[config.mk]
export PLATFORM = sky130hd
export DESIGN_NAME = second_chance_page_replacer
export DESIGN_NICKNAME = d
export VERILOG_FILES = /design/src/rtl/scpr_pkg.sv /design/src/rtl/scpr_frame_mem.sv /design/src/rtl/scpr_ctrl.sv /design/src/rtl/second_chance_page_replacer.sv
export SDC_FILE = /design/constraint.sdc
export NUM_CORES = 1
export LEC_CHECK = 0
export BUFFER_PORTS_ARGS = -buffer_cell sky130_fd_sc_hd__buf_4
export CORE_MARGIN = 3
export CORE_UTILIZATION = 35
export DETAILED_ROUTE_END_ITERATION = 12
export PLACE_DENSITY = 0.48
export SLEW_MARGIN = 10
export SYNTH_ARGS = -nofsm -noshare
export SYNTH_HDL_FRONTEND = slang
export SYNTH_SLANG_ARGS = --single-unit
[constraint.sdc]
create_clock -name clk_i -period 6.7 [get_ports clk_i]
set_input_delay 0.67 -clock clk_i [delete_from_list [all_inputs] [get_ports clk_i]]
set_output_delay 0.67 -clock clk_i [all_outputs]
set_load 0.05 [all_outputs]
[src/rtl/scpr_pkg.sv]
// ----------------------------------------------------------------------------
// scpr_pkg
// Shared types and constants for the second-chance page replacer.
// ----------------------------------------------------------------------------
package scpr_pkg;

  localparam int unsigned FRAMES_DEFAULT = 16;
  localparam int unsigned PAGE_BITS      = 16;
  localparam int unsigned FRAME_IDX_W    = 4;
  localparam int unsigned SLOT_W         = 5;

  localparam logic [SLOT_W-1:0] SLOTS_RESET = 5'd16;

  typedef struct packed {
    logic [PAGE_BITS-1:0] page_number;
    logic                 is_write;
  } req_t;

  typedef struct packed {
    logic                   page_fault;
    logic                   used_free_slot;
    logic                   evicted;
    logic [FRAME_IDX_W-1:0] frame_index;
    logic [PAGE_BITS-1:0]   victim_page;
    logic                   victim_dirty;
  } rsp_t;

endpackage

[src/rtl/scpr_frame_mem.sv]
// ----------------------------------------------------------------------------
// scpr_frame_mem
// Page-number store: one write port, one read port, registered read data.
// ----------------------------------------------------------------------------
module scpr_frame_mem #(
  parameter int unsigned FRAMES = scpr_pkg::FRAMES_DEFAULT
) (
  input  logic                           clk_i,
  input  logic                           we_i,
  input  logic [$clog2(FRAMES)-1:0]      waddr_i,
  input  logic [scpr_pkg::PAGE_BITS-1:0] wdata_i,
  input  logic [$clog2(FRAMES)-1:0]      raddr_i,
  output logic [scpr_pkg::PAGE_BITS-1:0] rdata_o
);
  import scpr_pkg::*;

  logic [PAGE_BITS-1:0] mem_q [FRAMES];
  logic [PAGE_BITS-1:0] rdata_q;

  always_ff @(posedge clk_i) begin
    if (we_i) begin
      mem_q[waddr_i] <= wdata_i;
    end
  end

  always_ff @(posedge clk_i) begin
    rdata_q <= mem_q[raddr_i];
  end

  assign rdata_o = rdata_q;

endmodule

[src/rtl/scpr_ctrl.sv]
// ----------------------------------------------------------------------------
// scpr_ctrl
// Sequencer: pipelined hit search through the frame store, free-frame fill,
// clock-hand sweep over the reference bits, victim readout and response.
// ----------------------------------------------------------------------------
module scpr_ctrl #(
  parameter int unsigned FRAMES = scpr_pkg::FRAMES_DEFAULT
) (
  input  logic                             clk_i,
  input  logic                             rst_ni,
  input  logic                             req_valid_i,
  output logic                             req_ready_o,
  input  scpr_pkg::req_t                   req_i,
  output logic                             rsp_valid_o,
  input  logic                             rsp_ready_i,
  output scpr_pkg::rsp_t                   rsp_o,
  input  logic [$clog2(FRAMES+1)-1:0]      n_i,
  output logic                             mem_we_o,
  output logic [$clog2(FRAMES)-1:0]        mem_waddr_o,
  output logic [scpr_pkg::PAGE_BITS-1:0]   mem_wdata_o,
  output logic [$clog2(FRAMES)-1:0]        mem_raddr_o,
  input  logic [scpr_pkg::PAGE_BITS-1:0]   mem_rdata_i
);
  import scpr_pkg::*;

  localparam int unsigned IDX_W = $clog2(FRAMES);
  localparam int unsigned CNT_W = $clog2(FRAMES + 1);
  localparam int unsigned EW    = IDX_W + 1;

  typedef enum logic [1:0] {
    S_IDLE,
    S_SEARCH,
    S_SWEEP,
    S_VREAD
  } state_e;

  state_e               state_q;
  logic [PAGE_BITS-1:0] page_q;
  logic                 wr_q;
  logic [CNT_W-1:0]     resident_q;
  logic [CNT_W-1:0]     issue_q;
  logic                 cmp_valid_q;
  logic [IDX_W-1:0]     cmp_idx_q;
  logic [IDX_W-1:0]     victim_q;
  logic [IDX_W-1:0]     hand_q;
  logic [CNT_W-1:0]     filled_q;
  logic [FRAMES-1:0]    ref_q;
  logic [FRAMES-1:0]    mod_q;
  logic                 rsp_valid_q;
  rsp_t                 rsp_q;

  logic             issue_more;
  logic             hit;
  logic             miss;
  logic             fill_ok;
  logic [EW-1:0]    at_inc;
  logic [IDX_W-1:0] hand_next;
  logic [IDX_W-1:0] hand_start;
  logic [IDX_W-1:0] fill_idx;

  always_comb begin
    issue_more = issue_q < resident_q;
    hit        = cmp_valid_q && (mem_rdata_i == page_q);
    miss       = (state_q == S_SEARCH) && !hit && !cmp_valid_q && !issue_more;
    fill_ok    = filled_q < n_i;
    fill_idx   = IDX_W'(filled_q);
    at_inc     = EW'(hand_q) + EW'(1);
    hand_next  = (at_inc >= EW'(n_i)) ? '0 : IDX_W'(at_inc);
    hand_start = (EW'(hand_q) >= EW'(n_i)) ? '0 : hand_q;

    mem_raddr_o = '0;
    case (state_q)
      S_SEARCH: mem_raddr_o = IDX_W'(issue_q);
      S_SWEEP:  mem_raddr_o = hand_q;
      default:  mem_raddr_o = '0;
    endcase

    mem_wdata_o = page_q;
    mem_we_o    = 1'b0;
    mem_waddr_o = victim_q;
    if (miss && fill_ok) begin
      mem_we_o    = 1'b1;
      mem_waddr_o = fill_idx;
    end else if (state_q == S_VREAD) begin
      mem_we_o    = 1'b1;
      mem_waddr_o = victim_q;
    end
  end

  assign req_ready_o = (state_q == S_IDLE) && !rsp_valid_q;
  assign rsp_valid_o = rsp_valid_q;
  assign rsp_o       = rsp_q;

  always_ff @(posedge clk_i or negedge rst_ni) begin
    if (!rst_ni) begin
      state_q     <= S_IDLE;
      ref_q       <= '0;
      mod_q       <= '0;
      filled_q    <= '0;
      hand_q      <= '0;
      rsp_valid_q <= 1'b0;
      cmp_valid_q <= 1'b0;
      issue_q     <= '0;
    end else begin
      if (rsp_valid_q && rsp_ready_i) begin
        rsp_valid_q <= 1'b0;
      end
      case (state_q)
        S_IDLE: begin
          if (req_valid_i && req_ready_o) begin
            page_q      <= req_i.page_number;
            wr_q        <= req_i.is_write;
            resident_q  <= (filled_q < n_i) ? filled_q : n_i;
            issue_q     <= '0;
            cmp_valid_q <= 1'b0;
            state_q     <= S_SEARCH;
          end
        end
        S_SEARCH: begin
          // reads stream out one per cycle; compare trails on the registered read data
          cmp_valid_q <= issue_more;
          cmp_idx_q   <= IDX_W'(issue_q);
          if (issue_more) begin
            issue_q <= issue_q + CNT_W'(1);
          end
          if (hit) begin
            ref_q[cmp_idx_q]       <= 1'b1;
            mod_q[cmp_idx_q]       <= mod_q[cmp_idx_q] | wr_q;
            rsp_q.page_fault       <= 1'b0;
            rsp_q.used_free_slot   <= 1'b0;
            rsp_q.evicted          <= 1'b0;
            rsp_q.frame_index      <= FRAME_IDX_W'(cmp_idx_q);
            rsp_q.victim_page      <= '0;
            rsp_q.victim_dirty     <= 1'b0;
            rsp_valid_q            <= 1'b1;
            state_q                <= S_IDLE;
          end else if (miss) begin
            if (fill_ok) begin
              ref_q[fill_idx]      <= 1'b1;
              mod_q[fill_idx]      <= wr_q;
              filled_q             <= filled_q + CNT_W'(1);
              rsp_q.page_fault     <= 1'b1;
              rsp_q.used_free_slot <= 1'b1;
              rsp_q.evicted        <= 1'b0;
              rsp_q.frame_index    <= FRAME_IDX_W'(fill_idx);
              rsp_q.victim_page    <= '0;
              rsp_q.victim_dirty   <= 1'b0;
              rsp_valid_q          <= 1'b1;
              state_q              <= S_IDLE;
            end else begin
              hand_q  <= hand_start;
              state_q <= S_SWEEP;
            end
          end
        end
        S_SWEEP: begin
          hand_q <= hand_next;
          if (!ref_q[hand_q]) begin
            victim_q <= hand_q;
            state_q  <= S_VREAD;
          end else begin
            ref_q[hand_q] <= 1'b0;
          end
        end
        S_VREAD: begin
          ref_q[victim_q]      <= 1'b1;
          mod_q[victim_q]      <= wr_q;
          rsp_q.page_fault     <= 1'b1;
          rsp_q.used_free_slot <= 1'b0;
          rsp_q.evicted        <= 1'b1;
          rsp_q.frame_index    <= FRAME_IDX_W'(victim_q);
          rsp_q.victim_page    <= mem_rdata_i;
          rsp_q.victim_dirty   <= mod_q[victim_q];
          rsp_valid_q          <= 1'b1;
          state_q              <= S_IDLE;
        end
        default: state_q <= S_IDLE;
      endcase
    end
  end

`ifndef SYNTHESIS
  a_filled_bound: assert property (@(posedge clk_i) disable iff (!rst_ni)
    filled_q <= CNT_W'(FRAMES))
    else $error("filled count above frame count");

  a_filled_step: assert property (@(posedge clk_i) disable iff (!rst_ni)
    (filled_q != $past(filled_q)) |-> (filled_q == $past(filled_q) + CNT_W'(1)))
    else $error("filled count moved by other than one");

  a_evict_is_fault: assert property (@(posedge clk_i) disable iff (!rst_ni)
    (rsp_valid_o && rsp_o.evicted) |-> (rsp_o.page_fault && !rsp_o.used_free_slot))
    else $error("eviction response without a replacing fault");

  a_hand_range: assert property (@(posedge clk_i) disable iff (!rst_ni)
    (state_q == S_SWEEP) |-> (EW'(hand_q) < EW'(n_i)))
    else $error("clock hand outside managed frames");

  a_ready_no_rsp: assert property (@(posedge clk_i) disable iff (!rst_ni)
    req_ready_o |-> !rsp_valid_o)
    else $error("ready while a response is pending");
`endif

endmodule

[src/rtl/second_chance_page_replacer.sv]
// ----------------------------------------------------------------------------
// second_chance_page_replacer
// Clock (second-chance) page replacement table with reference and dirty bits.
// ----------------------------------------------------------------------------
// One request is handled at a time; ready drops from acceptance until the
// response has been taken. The search reads the frame store one frame per
// cycle through its single read port and compares each frame in the cycle
// after its read, first match wins. A fault into a free frame runs the full
// search before it fills the frame. A fault on a full table adds the clock
// sweep, one frame per cycle, at most managed+1 frames, and then reads out
// the victim page. cfg_data_i sets the number of managed frames (0 acts as
// 1, values above FRAMES act as FRAMES) and is to be written only while no
// request is in flight.
module second_chance_page_replacer #(
  parameter int unsigned FRAMES = scpr_pkg::FRAMES_DEFAULT
) (
  input  logic                        clk_i,
  input  logic                        rst_ni,
  input  logic                        cfg_valid_i,
  output logic                        cfg_ready_o,
  input  logic [scpr_pkg::SLOT_W-1:0] cfg_data_i,
  input  logic                        req_valid_i,
  output logic                        req_ready_o,
  input  scpr_pkg::req_t              req_i,
  output logic                        rsp_valid_o,
  input  logic                        rsp_ready_i,
  output scpr_pkg::rsp_t              rsp_o
);
  import scpr_pkg::*;

  localparam int unsigned IDX_W = $clog2(FRAMES);
  localparam int unsigned CNT_W = $clog2(FRAMES + 1);
  localparam int unsigned CMP_W = (CNT_W > SLOT_W) ? CNT_W : SLOT_W;

  logic [SLOT_W-1:0]    slots_q;
  logic [CMP_W-1:0]     slots_ext;
  logic [CNT_W-1:0]     n_frames;
  logic                 mem_we;
  logic [IDX_W-1:0]     mem_waddr;
  logic [PAGE_BITS-1:0] mem_wdata;
  logic [IDX_W-1:0]     mem_raddr;
  logic [PAGE_BITS-1:0] mem_rdata;

  assign cfg_ready_o = 1'b1;

  always_ff @(posedge clk_i or negedge rst_ni) begin
    if (!rst_ni) begin
      slots_q <= SLOTS_RESET;
    end else if (cfg_valid_i && cfg_ready_o) begin
      slots_q <= cfg_data_i;
    end
  end

  // clamp managed count into 1..FRAMES
  always_comb begin
    slots_ext = CMP_W'(slots_q);
    if (slots_ext == '0) begin
      n_frames = CNT_W'(1);
    end else if (slots_ext > CMP_W'(FRAMES)) begin
      n_frames = CNT_W'(FRAMES);
    end else begin
      n_frames = CNT_W'(slots_ext);
    end
  end

  scpr_ctrl #(
    .FRAMES(FRAMES)
  ) u_ctrl (
    .clk_i       (clk_i),
    .rst_ni      (rst_ni),
    .req_valid_i (req_valid_i),
    .req_ready_o (req_ready_o),
    .req_i       (req_i),
    .rsp_valid_o (rsp_valid_o),
    .rsp_ready_i (rsp_ready_i),
    .rsp_o       (rsp_o),
    .n_i         (n_frames),
    .mem_we_o    (mem_we),
    .mem_waddr_o (mem_waddr),
    .mem_wdata_o (mem_wdata),
    .mem_raddr_o (mem_raddr),
    .mem_rdata_i (mem_rdata)
  );

  scpr_frame_mem #(
    .FRAMES(FRAMES)
  ) u_frame_mem (
    .clk_i   (clk_i),
    .we_i    (mem_we),
    .waddr_i (mem_waddr),
    .wdata_i (mem_wdata),
    .raddr_i (mem_raddr),
    .rdata_o (mem_rdata)
  );

endmodule
After elaboration in Yosys (flattened, before gate mapping) --
Memories as Yosys holds them, arrays and structs flattened. A register that Yosys moved wholly into a read port is not among the register bits. Index checks and enable logic that the tools add are counted.
Word-level totals: flip-flop bits (word level) 109, memory bits (writable) 256, bits of input ports 27, output and inout bits 27, memories kept 1
Memory list:
- u_frame_mem.mem_q | words 16, bits a word 16, rd ports 1, clocked after memory_dff 1, write ports 1, line scpr_frame_mem.sv:17 | logic [PAGE_BITS-1:0] mem_q [FRAMES];
Operators by class: add/subtract/negate cells 3, order comparisons 13, eq/ne operators 14, mux-type cells 61, bitwise logic cells 8, reduce and logical (&&, ||, !) cells 33
Operators by type and width (count):
- $mux W16 | 7
- $mux W24 | 3
- $bwmux W16 | 3
- $or A16 B16 Y16 | 3
- $pmux W16 S3 | 1
- $pmux W24 S2 | 1
- $pmux W16 S2 | 1
- $mux W5 | 5
- $mux W4 | 6
- $lt A4 B5 Y1 const B | 4
- $and A16 B16 Y16 | 1
- $demux W1 S4 | 4
- $eq A16 B16 Y1 | 1
- $ge A4 B1 Y1 const B | 4
- $mux W1 | 16
- $not A16 Y16 | 1
- $pmux W4 S2 | 2
- $reduce_and A3 Y1 | 5
- $bmux W1 S4 | 3
- $logic_and A1 B1 Y1 | 12
- $reduce_and A4 Y1 | 3
- $add A5 B1 Y5 const B | 2
- $lt A5 B5 Y1 | 2
- $mux W2 | 5
- other kinds (21) | 37

Depth between registers and ports, before layout --
depth in word-level cells 10, mapped depth 13

By module --
Synthesis repeated with hierarchy kept, for this count alone.
Second synthesis, totals: cell total of the unflattened synthesis 1037, area, all modules 16495.8 µm²
By module, submodules not included:
- scpr_frame_mem | instances 1, cells each 432, area each 10043.4 µm²
- scpr_ctrl | instances 1, cells each 585, area each 6223.5 µm²
- second_chance_page_replacer | instances 1, cells each 20, area each 229.0 µm²

Worst setup path after synthesis --
OpenSTA, ideal clock, no wires.
path kind register to register, from register slots_q[4], in the netlist slots_ext[4], to memory u_frame_mem.mem_q[2][0], enable pin, library setup time 0.436 ns, data arrival time 4.229 ns, path slack 2.035 ns, stages on the path, launching flop included 11, path buffers 2, period minus slack after synthesis 4.665 ns, cells stage by stage dfstp_2 > inv_1 > nand2_1 > ha_1 > a211oi_1 > nor2_1 > a211o_1 > buf_6 > or4b_1 > clkbuf_1 > o41ai_1
On the way: word-level cells in the longest chain between the ends 8
Ends and longest elaborated chain:
- start: declaration | line second_chance_page_replacer.sv:35 | logic [SLOT_W-1:0] slots_q;
- start signal: assignment | line second_chance_page_replacer.sv:50 | slots_q <= cfg_data_i;
- $gt A5 B5 Y1 | line second_chance_page_replacer.sv:59 | end else if (slots_ext > CMP_W'(FRAMES)) begin
- $mux W5 | line second_chance_page_replacer.sv:59
- $mux W5 * | line second_chance_page_replacer.sv:57 | if (slots_ext == '0) begin
- $lt A5 B5 Y1 * | line scpr_ctrl.sv:65 | fill_ok = filled_q < n_i;
- $logic_and A1 B1 Y1 * | line scpr_ctrl.sv:81 | if (miss && fill_ok) begin
- $mux W1 | line scpr_ctrl.sv:81
- $mux W1 | line scpr_frame_mem.sv:21 | if (we_i) begin
- $mux W1 (implied by the code) | line scpr_frame_mem.sv:22 | mem_q[waddr_i] <= wdata_i;
- end: declaration | line scpr_frame_mem.sv:17
Every way passes the cells marked *; elsewhere a longest branch is shown, timed or not.

Worst setup path after layout --
from register slots_q[4], in the netlist slots_ext[4], to memory u_frame_mem.mem_q[7][13], enable pin
Same word-level chain as after synthesis.

==> out/summary.txt <==
Worst Tran Pin Value = 1160 ps
Post-synth ARST share = 14.4%
Worst Path Arrival = 4670 ps
Rows = 81
Crit Path Max Fanout = 23
Area growth, synth to finish = 14.5%
Die Wd = 229 um
Clk_skew = 19.7 ps
Synth area leaders = edfxtp_1, dfrtp_1, nor2_1
Bufs and invs on worst path = 1
Final hold slack = 275 ps
First-pass DRT Iterations = 5
Routability cong. = 0.905
Type of the worst setup path = reg2reg
YS warnings = 0
Clk buf depth = 3
Fmax = 223 MHz
DP Area = 0.0186 mm^2
Largest net degree at the start of global routing = 101
Vias per cell = 5.34
Period utilization = 67.0%
Number of stages on the worst setup path = 8
Top cell family by delay on the critical path = compound AO/OA/AOI/OAI gates
Antenna violations before repair = 2
# fillers = 4,678
Pwr/cell area = 383 mW/mm^2
Post-Syn Nets = 1,521
Final wirelength = 49.1 mm
Synth Area per Inst = 11.9 um^2
RSZ-0062 raised after global routing = false
Max-cap violations = 0
CTS Sinks = 381
Clock transition at path regs = 60 ps
Nets = 1,549
Final setup margin = 2210 ps
Worst slack, placed = 2210 ps
Setup violators final = 0
Design area = 0.0199 mm^2
CP required = 6880 ps
Vias in the first global route = 11,467
Status = completed
Clk_lat worst skew = 580 ps
Critical-path cell list = inv_1 -> nand2_1 -> ha_1 -> a211oi_1 -> nor2_1 -> a211o_1 -> or4b_1 -> o31ai_4
PortBufs = 52
CP max-delay cell = o31ai_4
CTS Root Cell = clkbuf_16
Main synth FF type = edfxtp_1
Number of enable flip-flop cells after synthesis = 310
Drt wl/cell = 22.4 um
GRT Residual Overflow = 0
CTS buffer count = 43
Hold Fails Final Rpt = 0
Post-route antenna net violation count = 0
First-pass GRT wire length = 74.0 mm
Startpoint class of the critical path = register
Cell Area, Synth = 0.0174 mm^2
Initial cell density of the core = 35.5%
Leakage = 0.00732 uW
Distinct cells, synth = 63
Max incr delay on CP = 1160 ps
Max-slew violation count = 0
Synthesized instance count = 1,463
CP endpoint kind = register
Max VDD drop = 0.195 mV
Core Area = 0.0491 mm^2
Post_cts resized = 0
Vias post-DR = 11,695
IO Pins = 54
Die area = 0.0525 mm^2
Setup TNS = 0 ps
Design Power = 7640 uW
Die H = 229 um
Worst Hold Depth = 1
CTS tree = yes
Post-synthesis sequential area ratio = 63.2%
Setup bufs post-CTS = 0
Yosys top cell by area = edfxtp_1
DRC errors left = 0
Layout cell share with drive strength beyond 1 = 12.6%
Detailed placement HPWL = 31.2 mm
Yosys reg bits = 381
Clock period minus worst slack = 4490 ps
Yosys top cell area share = 53.4%
FF-to-FF path depth = 8
Initial DRC count = 1,088
Relative slew margins = 22.5%
Htree depth = 2
GRT Total Usage = 18.5%
Hold Path Class = in2reg
## worst paths after layout
path | from | slack [ps] | endpoint
setup / recovery | slots_ext[4] | 2210 | u_frame_mem.mem_q[7][13]
hold / removal | req_i[0] | 280 | u_ctrl.wr_q
setup reg to reg | slots_ext[4] | 2210 | u_frame_mem.mem_q[7][13]
hold reg to reg | u_ctrl.ref_q[0] | 510 | u_ctrl.ref_q[0]
max in group asynchronous | rst_ni | 5270 | u_ctrl.mod_q[4]
min in group asynchronous | rst_ni | 490 | u_ctrl.mod_q[8]
## what timing repair did
| action | 4_1_cts | 5_1_grt |
|---|---|---|
| hold buffers | 1 | 0 |
| hold endpoints to repair | 8 | 0 |
| setup endpoints to repair | 0 | 0 |
## state kept, by name (all words and copies together), names as in the netlist, 5 cells and up, named ones only
name                 flops
slots_ext                5
u_ctrl.filled_q          5
u_ctrl.issue_q           5
u_ctrl.mem_wdata_o      16
u_ctrl.mod_q            16
u_ctrl.ref_q            16
u_ctrl.resident_q        5
u_ctrl.rsp_o            24
u_frame_mem.mem_q      256
u_frame_mem.rdata_o     16
## report_power, final
part,internal (uW),switching [uW],total (uW)
Clock,1240,969,2200
Combinational,711,1560,2270
Sequential,2860,302,3160
Total,4800,2830,7640
## synthesized netlist by cell type, types with 11 or more instances
master,number
dfxtp_1,16
a31oi_1,79
a21oi_1,104
nand2b_1,11
xnor2_1,11
nor2_1,176
nand3_1,53
o2bb2ai_1,14
ha_1,31
dfrtp_1,54
mux2_2,12
mux4_2,13
inv_1,86
xor2_1,13
a311oi_1,32
clkbuf_1,82
and2_1,22
nand2_1,105
o21ai_0,26
mux2i_1,38
a211oi_1,19
edfxtp_1,310
a22o_1,12
nor2b_1,22
## cells in the final DEF (no fill, tap or decap), drive strengths merged, types with 12 or more instances in the layout
cell	netlist	final
inv	87	90
nand3	53	53
nor2	176	176
clkbuf	82	57
and2	22	22
mux2	14	14
mux2i	38	38
edfxtp	310	310
a311oi	32	32
nand2	105	105
nor2b	22	22
a22o	12	12
a31oi	79	79
ha	31	31
a211oi	19	19
dfrtp	54	54
mux4	13	13
dfxtp	16	16
clkinv	0	15
buf	13	77
xor2	13	13
o21ai	26	26
a21oi	104	104
o2bb2ai	14	14
## logic make-up (layout without fill, tap and decap cells)
group / count (synthesis) / in the layout / synth area share, %
AND/OR/NAND/NOR: 433 / 433 / 11.3
flip-flops: 381 / 381 / 63.2
AO/OA/AOI/OAI: 346 / 346 / 13.1
buffers and inverters: 182 / 244 / 4.10
multiplexers: 65 / 65 / 4.81
adder cells (fa/ha/maj): 31 / 31 / 2.23
XOR/XNOR: 24 / 24 / 1.21
other: 1 / 3 / 0.0215
## metrics by stage
step | std cells | util (%)
finish | 2191 | 40.7
global route | 2189 | 40.6
CTS | 2189 | 40.6
detailed placement | 2109 | 38.0
global placement | 2109 | 38.0
floorplan | 1463 | -
## area by class of cell
type | count | area [um^2] | share of cell area, %
Clock buffer | 57 | 1130 | 5.66
Tap cell | 664 | 831 | 4.17
Sequential cell | 381 | 11000 | 55.2
Antenna cell | 2 | 5.00 | 0.0251
Clock inverter | 22 | 166 | 0.834
Multi-Input combinational cell | 900 | 5890 | 29.5
Timing Repair Buffer | 78 | 588 | 2.95
Inverter | 87 | 327 | 1.64
## routing by layer
metal,up-vias,share of wire [%],track usage [%]
li1,5482,-,-
met1,5805,47,26.6
met2,328,45,28.4
met3,80,5.4,3.62
met4,0,2.6,5.55
met5,-,0,0
Note: power is estimated with default switching activity, not from simulation.
